## src/fpr_pkg.sv

```systemverilog
// fpr_pkg: shared types and field widths for the fifo page replacement block
// no dependencies
`default_nettype none

package fpr_pkg;

    // fixed widths of the access and result fields
    localparam int PAGE_FIELD_W  = 5;
    localparam int FRAME_FIELD_W = 4;

    // one resolved access, as it leaves the lookup logic
    typedef struct packed {
        logic [FRAME_FIELD_W-1:0] frame;
        logic                     hit;
        logic                     evicted_valid;
        logic [PAGE_FIELD_W-1:0]  evicted_page;
        logic                     writeback;
    } result_t;

endpackage

`default_nettype wire

```

## src/fpr_core.sv

```systemverilog
// fpr_core: page table, frame owner table, dirty bits and fifo victim pointer
// resolves one access per cycle combinationally and updates the tables at the clock edge
// depends on fpr_pkg
`default_nettype none

module fpr_core #(
    parameter int NUM_PAGES  = 32,
    parameter int NUM_FRAMES = 16
) (
    input  logic                                clk,
    input  logic                                rst_n,
    input  logic                                valid,
    input  logic [fpr_pkg::PAGE_FIELD_W-1:0]    page,
    input  logic                                is_write,
    output fpr_pkg::result_t                    res
);

    import fpr_pkg::*;

    localparam int PW       = (NUM_PAGES > 1) ? $clog2(NUM_PAGES) : 1;
    localparam int FW       = (NUM_FRAMES > 1) ? $clog2(NUM_FRAMES) : 1;
    localparam int PAGE_SPAN = 2 ** PAGE_FIELD_W;

    // page number folded into the table range, one constant entry per field value
    logic [PW-1:0] pg_lut [PAGE_SPAN];

    genvar gi;
    generate
        for (gi = 0; gi < PAGE_SPAN; gi++) begin : g_lut
            assign pg_lut[gi] = PW'(gi % NUM_PAGES);
        end
    endgenerate

    logic [NUM_PAGES-1:0]  present_reg;
    logic [FW-1:0]         frame_reg [NUM_PAGES];
    logic [PW-1:0]         owner_reg [NUM_FRAMES];
    logic [NUM_FRAMES-1:0] dirty_reg;
    logic [FW-1:0]         oldest_reg;
    logic                  full_reg;

    logic [PW-1:0]        pg;
    logic                 hit;
    logic [FW-1:0]        fr;
    logic [PW-1:0]        victim;
    logic                 evict;
    logic                 last_free;
    logic [FW-1:0]        oldest_next;
    logic [NUM_PAGES-1:0] present_next;

    always_comb
    begin
        pg          = pg_lut[page];
        hit         = present_reg[pg];
        fr          = hit ? frame_reg[pg] : oldest_reg;
        victim      = owner_reg[oldest_reg];
        evict       = !hit && full_reg;
        last_free   = ({1'b0, oldest_reg} + (FW+1)'(1)) >= (FW+1)'(NUM_FRAMES);
        oldest_next = last_free ? '0 : FW'(oldest_reg + FW'(1));

        // victim is resident and differs from the missing page
        present_next = present_reg;
        if (evict)
        begin
            present_next[victim] = 1'b0;
        end
        present_next[pg] = 1'b1;

        res.frame         = FRAME_FIELD_W'(fr);
        res.hit           = hit;
        res.evicted_valid = evict;
        res.evicted_page  = evict ? PAGE_FIELD_W'(victim) : '0;
        res.writeback     = evict && dirty_reg[oldest_reg];
    end

    // control state: present bits, dirty bits, fifo pointer, full flag
    always_ff @(posedge clk or negedge rst_n)
    begin
        if (!rst_n)
        begin
            present_reg <= '0;
            dirty_reg   <= '0;
            oldest_reg  <= '0;
            full_reg    <= 1'b0;
        end
        else if (valid)
        begin
            if (!hit)
            begin
                present_reg   <= present_next;
                dirty_reg[fr] <= is_write;
                oldest_reg    <= oldest_next;
                if (last_free)
                begin
                    full_reg <= 1'b1;
                end
            end
            else if (is_write)
            begin
                dirty_reg[fr] <= 1'b1;
            end
        end
    end

    // table payload, no reset
    always_ff @(posedge clk)
    begin
        if (valid && !hit)
        begin
            frame_reg[pg] <= fr;
            owner_reg[fr] <= pg;
        end
    end

endmodule

`default_nettype wire

```

## src/fifo_page_replacement.sv

```systemverilog
// fifo_page_replacement: top level of the fifo page replacement block
// depends on fpr_pkg and fpr_core
`default_nettype none

// usage
//   command side: drive page and is_write with start high; the beat is taken
//   at any edge with start high and busy low. busy is always low here, so a
//   new access may be issued every cycle.
//   result side: done pulses for one cycle with frame, hit, evicted_valid,
//   evicted_page and writeback. the receiver cannot stall, so it must take
//   the result in that cycle.
//   each access passes through the input register, then the lookup logic
//   and the result register. throughput: one access per cycle, results in
//   issue order.
//   the table lookup and update for an access happen in the same cycle as its
//   result is registered, so back-to-back accesses see each other's updates.
//   reset: all pages absent, all frames clean, fill starts at frame 0;
//   no clearing pass is needed, the block is ready on the first cycle.
//   evicted_page and writeback read zero when nothing was evicted.
module fifo_page_replacement #(
    parameter int NUM_PAGES  = 32,
    parameter int NUM_FRAMES = 16
) (
    input  logic                                  clk,
    input  logic                                  rst_n,
    input  logic                                  start,
    output logic                                  busy,
    input  logic [fpr_pkg::PAGE_FIELD_W-1:0]      page,
    input  logic                                  is_write,
    output logic                                  done,
    output logic [fpr_pkg::FRAME_FIELD_W-1:0]     frame,
    output logic                                  hit,
    output logic                                  evicted_valid,
    output logic [fpr_pkg::PAGE_FIELD_W-1:0]      evicted_page,
    output logic                                  writeback
);

    import fpr_pkg::*;

    // input register
    logic                    in_valid_reg;
    logic [PAGE_FIELD_W-1:0] in_page_reg;
    logic                    in_write_reg;

    // result register
    logic    res_valid_reg;
    result_t res_reg;
    result_t res_next;

    // nothing ever holds the command side
    assign busy = 1'b0;

    always_ff @(posedge clk or negedge rst_n)
    begin
        if (!rst_n)
        begin
            in_valid_reg  <= 1'b0;
            res_valid_reg <= 1'b0;
        end
        else
        begin
            in_valid_reg  <= start && !busy;
            res_valid_reg <= in_valid_reg;
        end
    end

    // payload registers, no reset
    always_ff @(posedge clk)
    begin
        if (start && !busy)
        begin
            in_page_reg  <= page;
            in_write_reg <= is_write;
        end
        if (in_valid_reg)
        begin
            res_reg <= res_next;
        end
    end

    // table lookup and fifo update
    fpr_core #(
        .NUM_PAGES  (NUM_PAGES),
        .NUM_FRAMES (NUM_FRAMES)
    ) u_core (
        .clk      (clk),
        .rst_n    (rst_n),
        .valid    (in_valid_reg),
        .page     (in_page_reg),
        .is_write (in_write_reg),
        .res      (res_next)
    );

    assign done          = res_valid_reg;
    assign frame         = res_reg.frame;
    assign hit           = res_reg.hit;
    assign evicted_valid = res_reg.evicted_valid;
    assign evicted_page  = res_reg.evicted_page;
    assign writeback     = res_reg.writeback;

endmodule

`default_nettype wire
```

## config.mk

```make
export PLATFORM = sky130hd
export DESIGN_NAME = fifo_page_replacement
export DESIGN_NICKNAME = d
export VERILOG_FILES = /design/src/fpr_pkg.sv /design/src/fpr_core.sv /design/src/fifo_page_replacement.sv
export SDC_FILE = /design/constraint.sdc
export NUM_CORES = 1
export LEC_CHECK = 0
export BUFFER_PORTS_ARGS = -buffer_cell sky130_fd_sc_hd__buf_2
export CAP_MARGIN = 10
export CORE_MARGIN = 2
export CORE_UTILIZATION = 35
export CTS_BUF_LIST = sky130_fd_sc_hd__clkbuf_2 sky130_fd_sc_hd__clkbuf_4 sky130_fd_sc_hd__clkbuf_8
export CTS_CLUSTER_SIZE = 16
export DETAILED_ROUTE_END_ITERATION = 16
export GPL_TIMING_DRIVEN = 0
export HOLD_SLACK_MARGIN = 0.15
export PLACE_DENSITY = 0.5
export SLEW_MARGIN = 10
export SYNTH_ARGS = -nofsm -noshare
export SYNTH_HDL_FRONTEND = slang
export SYNTH_HIERARCHICAL = 1
export SYNTH_SLANG_ARGS = --single-unit
```

## constraint.sdc

```tcl
create_clock -name clk -period 6.34 [get_ports clk]
set_input_delay 0.317 -clock clk [delete_from_list [all_inputs] [get_ports clk]]
set_output_delay 0.317 -clock clk [all_outputs]
set_load 0.02 [all_outputs]
```

Word level (Yosys, flattened, before mapping)
Memory sizes are Yosys's and may differ from the RTL's. Index checks and enable logic that the tools add are counted.

Memories: 3. RAM bits: 208. Bits in read-only memories: 160. Bits in registers: 73. Bits of input ports: 9.

Memory list: (name not given) (depth 32, bits a word 5, rd ports 1, clocked after Yosys merged registers in 0, wr ports 0, line fpr_core.sv:52) `pg = pg_lut[page];`; u_core.frame_reg (depth 32, bits a word 4, rd ports 1, clocked after Yosys merged registers in 0, wr ports 1, line fpr_core.sv:35) `logic [FW-1:0] frame_reg [NUM_PAGES];`; u_core.owner_reg (depth 16, bits a word 5, rd ports 1, clocked after Yosys merged registers in 0, wr ports 1, line fpr_core.sv:36) `logic [PW-1:0] owner_reg [NUM_FRAMES];`.

Equal/unequal tests: 1. Bitwise gates (word level): 6. Muxes and demuxes: 20. Reductions and logical operators: 10. Add/subtract/negate cells: 2. Order comparisons: 9.

Operator list (count): 32-bit bitwise AND (1); 16-bit 2-to-1 mux (2); 32-bit 2-to-1 mux (1); 32-bit inverter (1); 32-bit OR (1); 16-bit bitwise mux (1); 16-bit OR (1); 5-bit by 6-bit < comparator with 1-bit output (second input constant) (2); 1-bit demux with 5-bit select (2); 5-bit by 1-bit greater-or-equal comparator with 1-bit output (second input constant) (2); 4-bit by 5-bit < comparator with 1-bit output (second input constant) (2); 5-bit 2-to-1 mux (2); 4-bit 2-to-1 mux (2); 1-bit 2-to-1 mux (7); 6-bit greater-or-equal comparator (second input constant) (1); 1-bit logical AND (6); 5-bit inverter with 6-bit output (1); 4-bit by 1-bit adder with 5-bit output (second input constant) (1); 1-bit binary-select mux with 5-bit select (1); 5-bit greater-or-equal comparator (second input constant) (1); 4-bit by 1-bit adder with 4-bit output (second input constant) (1); 1-bit binary-select mux with 4-bit select (1); 1-bit demux with 4-bit select (1); 4-bit by 1-bit greater-or-equal comparator with 1-bit output (second input constant) (1); 5 further kinds (6).

Longest topological paths before layout
Gate-level depths: netlist (run 1).

Depth after elaboration: 14. Depth in mapped cells: 11. Mapped depth without buffers: 8.

Cells and area by module
The synthesis (run 1) kept the hierarchy.

By module, submodules not included: fpr_core (area an instance 11128.2 um^2, sequential area each 7572.3 um^2, cells each 735, times used 1); fifo_page_replacement (area an instance 601.8 um^2, sequential area each 590.6 um^2, cells each 22, times used 1).

Worst setup path before layout (run 1)
Ideal clock, no wire load.

Path kind: register to register. Start: register in_page_reg[1]. End: register res_reg, in the netlist frame[2], data pin. Stages on the path, launching flop included: 10. Data required time: 5.867 ns. Buffers on the path: 2. Setup slack: 2.546 ns. Arrival time: 3.321 ns. Path through: edfxtp_1 buf_2 buf_6 mux2i_1 o22ai_1 nor4_2 o21a_2 inv_2 nand2b_1 a21boi_0.

RTL lines: from (decl) (line fifo_page_replacement.sv:42) `logic [PAGE_FIELD_W-1:0] in_page_reg;`; from (signal assigned) (line fifo_page_replacement.sv:72) `in_page_reg <= page;`; to (signal assigned) (line fifo_page_replacement.sv:77) `res_reg <= res_next;`; to (decl) (line fifo_page_replacement.sv:47) `result_t res_reg;`.

==> metrics.md, run 1 <==
| Metric | Value |
|---|---|
| Status | completed |
| Final wirelength | just over 30 mm |
| Seq cells post-synth | 281 |
| Largest net degree at the start of global routing | 56 |
| Synth unique cells | 56 |
| Main flop type after synthesis | edfxtp_1 |
| Slew Viols, Final | 0 |
| Die W | around 190 um |
| Row cnt | 67 |
| Pleak | 4.84 nW |
| Vias per Instance | roughly 5.2 |
| Synthesized area per cell | 15.5 um^2 |
| Largest cells by area after synthesis | edfxtp_1 58%, dfrtp_1 12%, mux2i_1 6.1% |
| I/O pin count | 23 |
| Full die area | approximately 0.035 mm^2 |
| Net Count, Synth | 767 |
| CP startpoint kind | flip-flop |
| Total gr overflow | 0 |
| Setup TNS after final layout | 0 ps |
| Initial drt markers | ~470 |
| Min-delay worst type | in2async |
| Post-route setup slack | between 1500 and 2000 ps |
| Buffers added on ports | 21 |
| Htree depth | 2 |
| Proportion of layout cells with a drive suffix above 1 | around 22% |
| Sequence of cells on the critical path | buf_2 > buf_6 > buf_4 > buf_4 > mux2i_1 > o221ai_1 > a22oi_1 > nand3_1 > mux2_2 > a211oi_2 > a22o_1 |
| Post-synth ARST share | slightly below 20% |
| Tightest Pin Transition | ~1200 ps |
| Worst setup path category | reg2reg |
| Clk Tree Root Cell | clkbuf_8 |
| Relative slew slack | 20.2% |
| Router iterations before antenna repair | 4 |
| Count leader, synth | edfxtp_1 |
| Routed vias | between 6000 and 7000 |
| Crit-path max cell delay | approximately 760 ps |
| Net count, final | approximately 850 |
| HPWL Detailed | 20.2 mm |
| Initial antenna violation count | 1 |
| First-pass GRT wire length | roughly 46 mm |
| Max cap viols | 0 |
| Yosys warns | 6 |
| F_max | between 200 and 250 MHz |
| Filler cell count in the final layout | 3072 |
| VDD IR max | about 0.19 mV |
| CP max-delay cell | edfxtp_1 |
| Post-synthesis sequential area ratio | 69.6% |
| Number of setup buffers added after CTS | 0 |
| Clock buffer depth | 3 |
| CTS tree | built |
| Final Skew | about 30 ps |
| Min Tclk post-route | 4450 ps |
| Clk slew on worst S/H paths | approximately 60 ps |
| Final setup vio count | 0 |
| Starting Density | about a third |
| Fin Hold WS | roughly 380 ps |
| Power Density | 416 mW/mm^2 |
| N_diodes | 0 |
| Number of global-route vias before repair | between 7000 and 8000 |
| Clk sinks | approximately 280 |
| RSZ-0062 raised after global routing | false |
| Cell mode on critical path | buf_4 |
| Final ANT Viol Nets | 0 |
| Arrival time at the worst endpoint | between 4000 and 5000 ps |
| Post-Syn Area | around 0.012 mm^2 |
| CP Max Fanout | 34 |
| Core area | 0.0333 mm^2 |
| Routed WL per cell | between 20 and 25 um |
| Max reg flops | about 130 |
| Critical path required time | about 6800 ps |
| Vert. Die Dim | 187 um |
| GP Congestion | 0.845 |
| Post-synth top area cell | edfxtp_1 |
| Synth top area share | between 50% and 60% |
| Pre-CTS WS | about 1900 ps |
| Critical Path End Type | flip-flop |
| Area delta synth->final | 16.7% |
| EDFF count, synth | about 230 |
| Clk_lat worst skew | approximately 580 ps |
| Final-report hold violation count | 0 |
| DRC Markers | 0 |
| Top cells by count, synth | 226 x edfxtp_1, 72 x mux2i_1, 55 x dfrtp_1, 50 x o21ai_0, 48 x nor2_1 |
| PnR Total Power | between 5 and 6 mW |
| Inserted Clock Buffers | roughly 50 |
| Total global routing track utilization | between 10% and 20% |
| Post-synthesis cell count | roughly 760 |
| Post-route clock period utilization | between 70% and 80% |
path summary, 6_finish.rpt:
path,to,cells past startpoint,slack (ps),from
worst max register to register,u_core/dirty_reg[9],11,1890,in_page_reg[1]
worst min register to register,u_core/full_reg,1,500,u_core/full_reg
max in group asynchronous,u_core/present_reg[3],2,5430,rst_n
min in group clk,in_page_reg[2],2,450,page[2]
worst max-delay path,u_core/dirty_reg[9],11,1890,in_page_reg[1]
worst min-delay path,u_core/dirty_reg[12],2,380,rst_n
metal layers:
layer	part of all wire, %	GRT usage [%]	up-vias
li1	-	-	3142
met1	45	25.2	3555
met2	45	27.4	227
met3	6.8	3.86	61
met4	2.5	5.86	2
met5	0.042	0	-
layout make-up:
cell class	instances	area [um^2]	share of cell area [%]
plain buffers	47	259	1.89
clock buffers	77	910	6.65
clock inverters	15	148	1.08
inverters	23	86.3	0.631
multi-input cells	406	3280	23.9
flip-flops and latches	281	8160	59.6
well taps	448	561	4.10
repair buffers	36	285	2.08
metrics by stage:
step | util [%] | instances | instance area, um^2
finish | 41.1 | 1333 | 13700
global route | 41.1 | 1333 | 13700
global placement | 37.2 | 1226 | 12400
floorplan | - | 757 | 11700
CTS | 41.1 | 1333 | 13700
detailed placement | 37.7 | 1233 | 12600
power by group:
group          total, mW  switching (mW)  internal (mW)  leakage, nW
registers           2.48           0.116           2.36         2.72
clock network       1.76           0.730           1.03        0.561
logic               1.45           0.904          0.548         1.55
total               5.69            1.75           3.94         4.84
critical path: cells and delay by family (launching register included):
family	cells	cell delay, ps
simple gates	1	250
flops	1	760
buf+inv	4	1240
mux	2	930
compound gates	4	1160
what timing repair did:
| item | CTS | global route |
|---|---|---|
| resized for setup | 0 | 0 |
| hold buffers | 8 | 0 |
| hold endpoints to repair | 68 | 0 |
logic make-up (layout without fill, tap and decap cells):
| logic type | after synthesis | in the layout | share of synthesized area (%) |
|---|---|---|---|
| flip-flops | 281 | 281 | 69.6 |
| AO/OA/AOI/OAI | 154 | 154 | 8.75 |
| AND/OR/NAND/NOR | 146 | 146 | 6.60 |
| multiplexers | 103 | 103 | 11.9 |
| buffers and inverters | 70 | 198 | 2.94 |
| adder cells (fa/ha/maj) | 1 | 1 | 0.107 |
| other | 1 | 1 | 0.0320 |
| XOR/XNOR | 1 | 1 | 0.0747 |
cells in the final DEF (no fill, tap or decap), drive strengths merged, types with 13 or more instances in the layout:
cell type,count
mux4,29
o21ai,72
o22ai,20
dfrtp,55
nand3,13
buf,55
edfxtp,226
nor2,49
mux2i,72
a22o,14
clkbuf,97
nand2,25
inv,24
Note: power is estimated with default switching activity, not from simulation.
==> run 2: changes to the inputs <==
==> constraint.sdc (replaced) <==
create_clock -name clk -period 4.4 [get_ports clk]
set_input_delay 0.22 -clock clk [delete_from_list [all_inputs] [get_ports clk]]
set_output_delay 0.22 -clock clk [all_outputs]
set_load 0.02 [all_outputs]
==> run 2 against run 1 <==
Effect of this change:
- combinational power rose by 46%
- global-route usage rose by 0.086 points
- clock power rose by 44%
- design area rose by 0.42%
- critical endpoint is now u_core/frame_reg[22][2]
- final cell count rose by 0.45%
==> metrics.md, run 2 (same netlist as run 1, synthesis figures left out) <==
| Metric | Value |
|---|---|
| Full die area | 0.0350 mm^2 (unchanged) |
| Initial antenna violation count | 1 (unchanged) |
| Final ANT Viol Nets | 0 (unchanged) |
| Starting Density | 35.2% (unchanged) |
| Die W | 187 um (unchanged) |
| Post-route setup slack | 243 ps (-1650 ps) |
| Worst-case reg-to-reg path depth | 9 (-2) |
| Critical path required time | 4660 ps (-2180 ps) |
| CP Max Fanout | 13 (-62%) |
| Clock buffer depth | 3 (unchanged) |
| Final std cells w/o fill | 1339 (+0.45%) |
| Router iterations before antenna repair | 5 (+1) |
| Area delta synth->final | 17.2% |
| Slew Viols, Final | 0 (unchanged) |
| Initial drt markers | 504 (+6.8%) |
| Min Tclk post-route | 4160 ps (-291 ps) |
| Vert. Die Dim | 187 um (unchanged) |
| Power Density | 598 mW/mm^2 (+44%) |
| VDD IR max | 0.272 mV (+44%) |
| Proportion of layout cells with a drive suffix above 1 | 22.6% (+0.53 points) |
| Pleak | 4.87 nW (+0.69%) |
| Commonest non-fill, non-tap cell in the layout | edfxtp_1 |
| Clk_lat worst skew | 580 ps (about the same) |
| End of the worst register-to-register path | u_core/frame_reg[22][2] |
| GP Congestion | 0.845 (unchanged) |
| Relative slew slack | 22.1% (+2.0 points) |
| Number of global-route vias before repair | 7059 (+0.21%) |
| Buffers added on ports | 21 (unchanged) |
| CP max-delay cell | edfxtp_1 |
| I/O pin count | 23 (unchanged) |
| Min-delay worst type | in2async |
| Inst Count DP | 1233 (unchanged) |
| Met2 wire length | 13.9 mm (+0.35%) |
| Total global routing track utilization | 17.9% (+0.086 points) |
| First-pass GRT wire length | 46.6 mm (+0.33%) |
| Critical Path End Type | flip-flop |
| Worst setup path category | reg2reg |
| Sequence of cells on the critical path | buf_2 > nand3b_2 > o21ai_0 > nor4_2 > o211ai_1 > nor2_1 > nand2_1 > clkbuf_1 > nor2_1 |
| Most frequent cells in the layout | 226 x edfxtp_1, 72 x mux2i_1, 55 x dfrtp_1 |
| Clk Tree Root Cell | clkbuf_8 |
| Net count, final | 860 (+0.70%) |
| Htree depth | 2 (unchanged) |
| F_max | 241 MHz (+7.0%) |
| Setup TNS after final layout | 0 ps (unchanged) |
| Tightest Pin Transition | 1160 ps (-29.0 ps) |
| Max cap viols | 0 (unchanged) |
| Pre-CTS WS | -70.8 ps (-1940 ps) |
| Core area | 0.0333 mm^2 (unchanged) |
| Top routing layer in use | met5 |
| Row cnt | 67 (unchanged) |
| N_diodes | 0 (unchanged) |
| Inserted Clock Buffers | 49 (unchanged) |
| Final Skew | 28.6 ps (-1.24 ps) |
| Routed vias | 7042 (+0.79%) |
| Max reg flops | 128 (unchanged) |
| Arrival time at the worst endpoint | 4420 ps (-530 ps) |
| Clk slew on worst S/H paths | 60 ps (about the same) |
| Vias per Instance | 5.26 (+0.34%) |
| Post-route clock period utilization | 94.5% (+24 points) |
| Final-report hold violation count | 0 (unchanged) |
| Routed WL per cell | 23.2 um (+1.2%) |
| Largest net degree at the start of global routing | 56 (unchanged) |
| CP startpoint kind | flip-flop |
| Setup slack, reg-to-reg | 240 ps (-1650 ps) |
| Met3 wire length | 2.05 mm (-1.6%) |
| Total gr overflow | 0 (unchanged) |
| Status | completed |
| Cell mode on critical path | nor2_1 |
| DRC Markers | 0 (unchanged) |
| R2r startpoint | in_page_reg[3] |
| RSZ-0062 raised after global routing | true |
| Clk sinks | 281 (unchanged) |
| CTS tree | built |
| Final wirelength | 31.1 mm (+1.7%) |
| Met1 wire length | 14.4 mm (+3.8%) |
| Crit-path max cell delay | 810 ps (+50 ps) |
| Final setup vio count | 0 (unchanged) |
| HPWL Detailed | 20.2 mm (unchanged) |
| PnR Total Power | 8.22 mW (+45%) |
run 2: changes by cell type in the layout (fill, tap and decap cells not counted), sizes merged:
cell,delta
buf,+6
run 2: worst max path at each step:
| stage | depth (start not counted) | from | to |
|---|---|---|---|
| after floorplan | 9 | in_page_reg[1] | frame[2] |
| after global placement | 8 | in_page_reg[2] | u_core/frame_reg[17][2] |
| after detailed placement | 11 | in_page_reg[1] | u_core/dirty_reg[13] |
| after CTS | 10 | in_page_reg[4] | u_core/frame_reg[31][1] |
| after global routing | 9 | in_page_reg[2] | u_core/frame_reg[2][0] |
| final | 9 | in_page_reg[3] | u_core/frame_reg[22][2] |
run 2: report_power, final:
group          internal [mW]  total [mW]  switching [mW]
Sequential              3.40        3.56           0.157
Combinational          0.797        2.12            1.33
Clock                   1.49        2.54            1.05
Total                   5.69        8.22            2.54
run 2: per-layer routing:
layer	track usage, %	up-vias
met5	0	-
li1	-	3164
met3	3.86	56
met1	25.6	3603
met4	5.86	2
met2	27.3	217
run 2: final cells by class:
class	count	area (um^2)
clock buffers	77	910
well taps	448	561
plain buffers	47	259
clock inverters	15	148
multi-input cells	406	3280
flip-flops and latches	281	8160
repair buffers	42	343
inverters	23	86.3
fillers	3062	19500
run 2: what timing repair did:
| action | in CTS | in global routing |
|---|---|---|
| endpoints found under the hold margin | 68 | 0 |
| resized for setup | 0 | 0 |
| hold buffers | 8 | 0 |
| endpoints found under the setup margin | 16 | 76 |
| setup buffers | 2 | 4 |
| gates cloned | 0 | 0 |
run 2: metrics by stage:
step / hold slack [ps] / area [um^2] / util, %
after floorplan: -75.6 / 11700 / -
after global placement: 401 / 12400 / 37.2
after detailed placement: 329 / 12600 / 37.7
after CTS: 301 / 13700 / 41.2
after global routing: 332 / 13700 / 41.3
final: 291 / 13700 / 41.3
run 2: worst max-delay path, delay by kind of cell (launching register included):
| family | cells | cell delay, ps |
|---|---|---|
| buffers and inverters | 2 | 1060 |
| AND/OR/NAND/NOR | 5 | 1040 |
| AO/OA/AOI/OAI | 2 | 900 |
| flip-flops | 1 | 810 |
==> run 3: changes to the inputs <==
--- a/config.mk
+++ b/config.mk
@@ -7,6 +7,8 @@
 export LEC_CHECK = 0
 export BUFFER_PORTS_ARGS = -buffer_cell sky130_fd_sc_hd__buf_2
 export CAP_MARGIN = 10
+export CELL_PAD_IN_SITES_DETAIL_PLACEMENT = 0
+export CELL_PAD_IN_SITES_GLOBAL_PLACEMENT = 1
 export CORE_MARGIN = 2
 export CORE_UTILIZATION = 35
 export CTS_BUF_LIST = sky130_fd_sc_hd__clkbuf_2 sky130_fd_sc_hd__clkbuf_4 sky130_fd_sc_hd__clkbuf_8
@@ -14,9 +16,10 @@
 export DETAILED_ROUTE_END_ITERATION = 16
 export GPL_TIMING_DRIVEN = 0
 export HOLD_SLACK_MARGIN = 0.15
-export PLACE_DENSITY = 0.5
+export PLACE_DENSITY = 0.56
 export SLEW_MARGIN = 10
 export SYNTH_ARGS = -nofsm -noshare
 export SYNTH_HDL_FRONTEND = slang
 export SYNTH_HIERARCHICAL = 1
 export SYNTH_SLANG_ARGS = --single-unit
+export TNS_END_PERCENT = 10
==> run 3 against run 2 <==
Effect of this change:
- non-clock buffer count shrank 4
- largest cell class unchanged
- clock power shrank 3%
- critical endpoint is now u_core/frame_reg[31][2]
- highest routed layer is now met4
- register-to-register slack lost 30 ps
- sequential cell count is the same
- design area shrank 0.59%
- sequential share of layout area grew 0.35 points
- largest power group unchanged
- clock-buffer cell count shrank 6
- final cell count shrank 0.52%
==> metrics.md, run 3 (same netlist as run 1, synthesis figures left out) <==
| Metric | Value |
|---|---|
| PnR Total Power | 8.16 mW (-0.82%) |
| Crit-path max cell delay | 650 ps (-160 ps) |
| Total global routing track utilization | 18.3% (+0.35 points) |
| Pleak | 4.81 nW (-1.3%) |
| Final Instance Area | 0.0137 mm^2 (-0.59%) |
| Final wirelength | 32.1 mm (+3.2%) |
| Starting Density | 35.2% (unchanged) |
| I/O pin count | 23 (unchanged) |
| Vert. Die Dim | 187 um (unchanged) |
| Clk Tree Root Cell | clkbuf_8 |
| Proportion of layout cells with a drive suffix above 1 | 22.1% (-0.48 points) |
| Met2 usage | 28.3% (+1.0 points) |
| Final-report hold violation count | 0 (unchanged) |
| CP delay by family, top | simple AND/OR/NAND/NOR gates |
| Die W | 187 um (unchanged) |
| Power Density | 597 mW/mm^2 (-0.23%) |
| Buffers added on ports | 21 (unchanged) |
| Routed vias | 7249 (+2.9%) |
| CTS tree | built |
| Min-delay worst type | in2async |
| Clk sinks | 281 (unchanged) |
| Tightest Pin Transition | 1100 ps (-54.9 ps) |
| GR Layer Usage met3 | 3.92% (+0.056 points) |
| Max cap viols | 0 (unchanged) |
| Router iterations before antenna repair | 5 (unchanged) |
| Final Skew | 27.8 ps (-0.749 ps) |
| Initial antenna violation count | 2 (+1) |
| Reg area | 0.00816 mm^2 (unchanged) |
| Critical Path End Type | flip-flop |
| Number of global-route vias before repair | 7389 (+4.7%) |
| Setup TNS after final layout | 0 ps (unchanged) |
| Fin Hold WS | 327 ps (+36.0 ps) |
| Multi-input logic area | 0.00328 mm^2 (unchanged) |
| Most frequent cells in the layout | 226 x edfxtp_1, 72 x mux2i_1, 56 x clkbuf_8 |
| Post-route clock period utilization | 95.2% (+0.69 points) |
| GR Util met1 | 25.4% (-0.12 points) |
| Final ANT Viol Nets | 0 (unchanged) |
| Min Tclk post-route | 4190 ps (+30.5 ps) |
| GP Congestion | 0.825 (-2.4%) |
| Full die area | 0.0350 mm^2 (unchanged) |
| Htree depth | 2 (unchanged) |
| CP max-delay cell | edfxtp_1 |
| DRC Markers | 0 (unchanged) |
| CP bufs+invs | 3 (+1) |
| Clk_lat worst skew | 590 ps (about the same) |
| First-pass GRT wire length | 47.6 mm (+2.2%) |
| Status | completed |
| Inserted Clock Buffers | 48 (-2.0%) |
| Largest net degree at the start of global routing | 56 (unchanged) |
| Clock buffer depth | 3 (unchanged) |
| Relative slew slack | 25.8% (+3.7 points) |
| Total gr overflow | 0 (unchanged) |
| Initial drt markers | 641 (+27%) |
| Net count, final | 855 (-0.58%) |
| RSZ-0062 raised after global routing | false |
| Critical path required time | 4610 ps (-50 ps) |
| Final setup vio count | 0 (unchanged) |
| Clk slew on worst S/H paths | 60 ps (about the same) |
| Area delta synth->final | 16.5% |
| Row cnt | 67 (unchanged) |
| Worst setup path category | reg2reg |
| F_max | 239 MHz (-0.73%) |
| Vias per Instance | 5.44 (+3.5%) |
| VDD IR max | 0.231 mV (-15%) |
| Busiest grt layer | met2 |
| Commonest non-fill, non-tap cell in the layout | edfxtp_1 |
| Routed WL per cell | 24.1 um (+3.7%) |
| Slew Viols, Final | 0 (unchanged) |
| HPWL Detailed | 21.5 mm (+6.4%) |
| Core area | 0.0333 mm^2 (unchanged) |
| Max reg flops | 128 (unchanged) |
| Sequence of cells on the critical path | buf_2 > nand3b_1 > o22ai_1 > nor4_2 > o21a_2 > inv_2 > nor2_4 > nand3_1 > clkbuf_1 > nor2_1 |
| CP Max Fanout | 12 (-1) |
| Arrival time at the worst endpoint | 4400 ps (-20 ps) |
| CP startpoint kind | flip-flop |
| Area after DPL | 0.0125 mm^2 (-0.28%) |
| Filler cell count in the final layout | 3054 (-0.26%) |
-- run 3: path summary, 6_finish.rpt --
check | slack (ps) | endpoint | depth (start not counted) | startpoint
worst max-delay path | 210 | u_core/frame_reg[31][2] | 10 | in_page_reg[2]
worst min-delay path | 330 | u_core/present_reg[17] | 2 | rst_n
worst max register to register | 210 | u_core/frame_reg[31][2] | 10 | in_page_reg[2]
worst min register to register | 490 | u_core/full_reg | 1 | u_core/full_reg
max in group asynchronous | 3560 | u_core/present_reg[10] | 2 | rst_n
min in group clk | 360 | in_page_reg[1] | 2 | page[1]
-- run 3: area by class of cell --
| cell class | count | area share, % |
|---|---|---|
| diodes | 1 | 0.0183 |
| plain buffers | 47 | 1.90 |
| clock buffers | 71 | 6.46 |
| clock inverters | 17 | 1.03 |
| inverters | 23 | 0.632 |
| multi-input cells | 406 | 24.0 |
| flip-flops and latches | 281 | 59.7 |
| well taps | 448 | 4.10 |
| repair buffers | 38 | 2.13 |
-- run 3: stage by stage --
| stage | setup WS [ps] | utilization (%) | std cells |
|---|---|---|---|
| 2_1_floorplan | 606 | - | 757 |
| 3_3_place_gp | -2600 | 37.2 | 1226 |
| 3_5_place_dp | -113 | 37.6 | 1230 |
| 4_1_cts | 14.2 | 41.0 | 1328 |
| 5_1_grt | 68.9 | 41.1 | 1331 |
| 6_report | 212 | 41.1 | 1332 |
-- run 3: layer usage --
| metal | wire length, um | vias to the layer above | share of wire [%] |
|---|---|---|---|
| met5 | 0 | - | 0 |
| met4 | 903 | 0 | 2.8 |
| met3 | 2430 | 67 | 7.6 |
| met2 | 14900 | 322 | 46 |
| met1 | 13900 | 3720 | 43 |
| li1 | - | 3140 | - |
-- run 3: worst register-to-register path: cells and delay by family, from the launching register on --
kind / cells / cell delay (ps)
AND/OR/NAND/NOR: 5 / 1830
flip-flops: 1 / 650
buffers and inverters: 3 / 870
AO/OA/AOI/OAI: 2 / 480
-- run 3: where the power goes --
part / internal, mW / switching [mW] / total [mW]
Combinational: 0.774 / 1.35 / 2.12
Sequential: 3.40 / 0.166 / 3.57
Clock: 1.41 / 1.06 / 2.46
-- run 3: timing repair --
item	in CTS	in global routing
buffers inserted	2	3
hold buffers	8	0
endpoints found under the hold margin	68	0
gates cloned	0	0
pin swaps	0	0
resized for setup	0	3
endpoints found under the setup margin	36	108
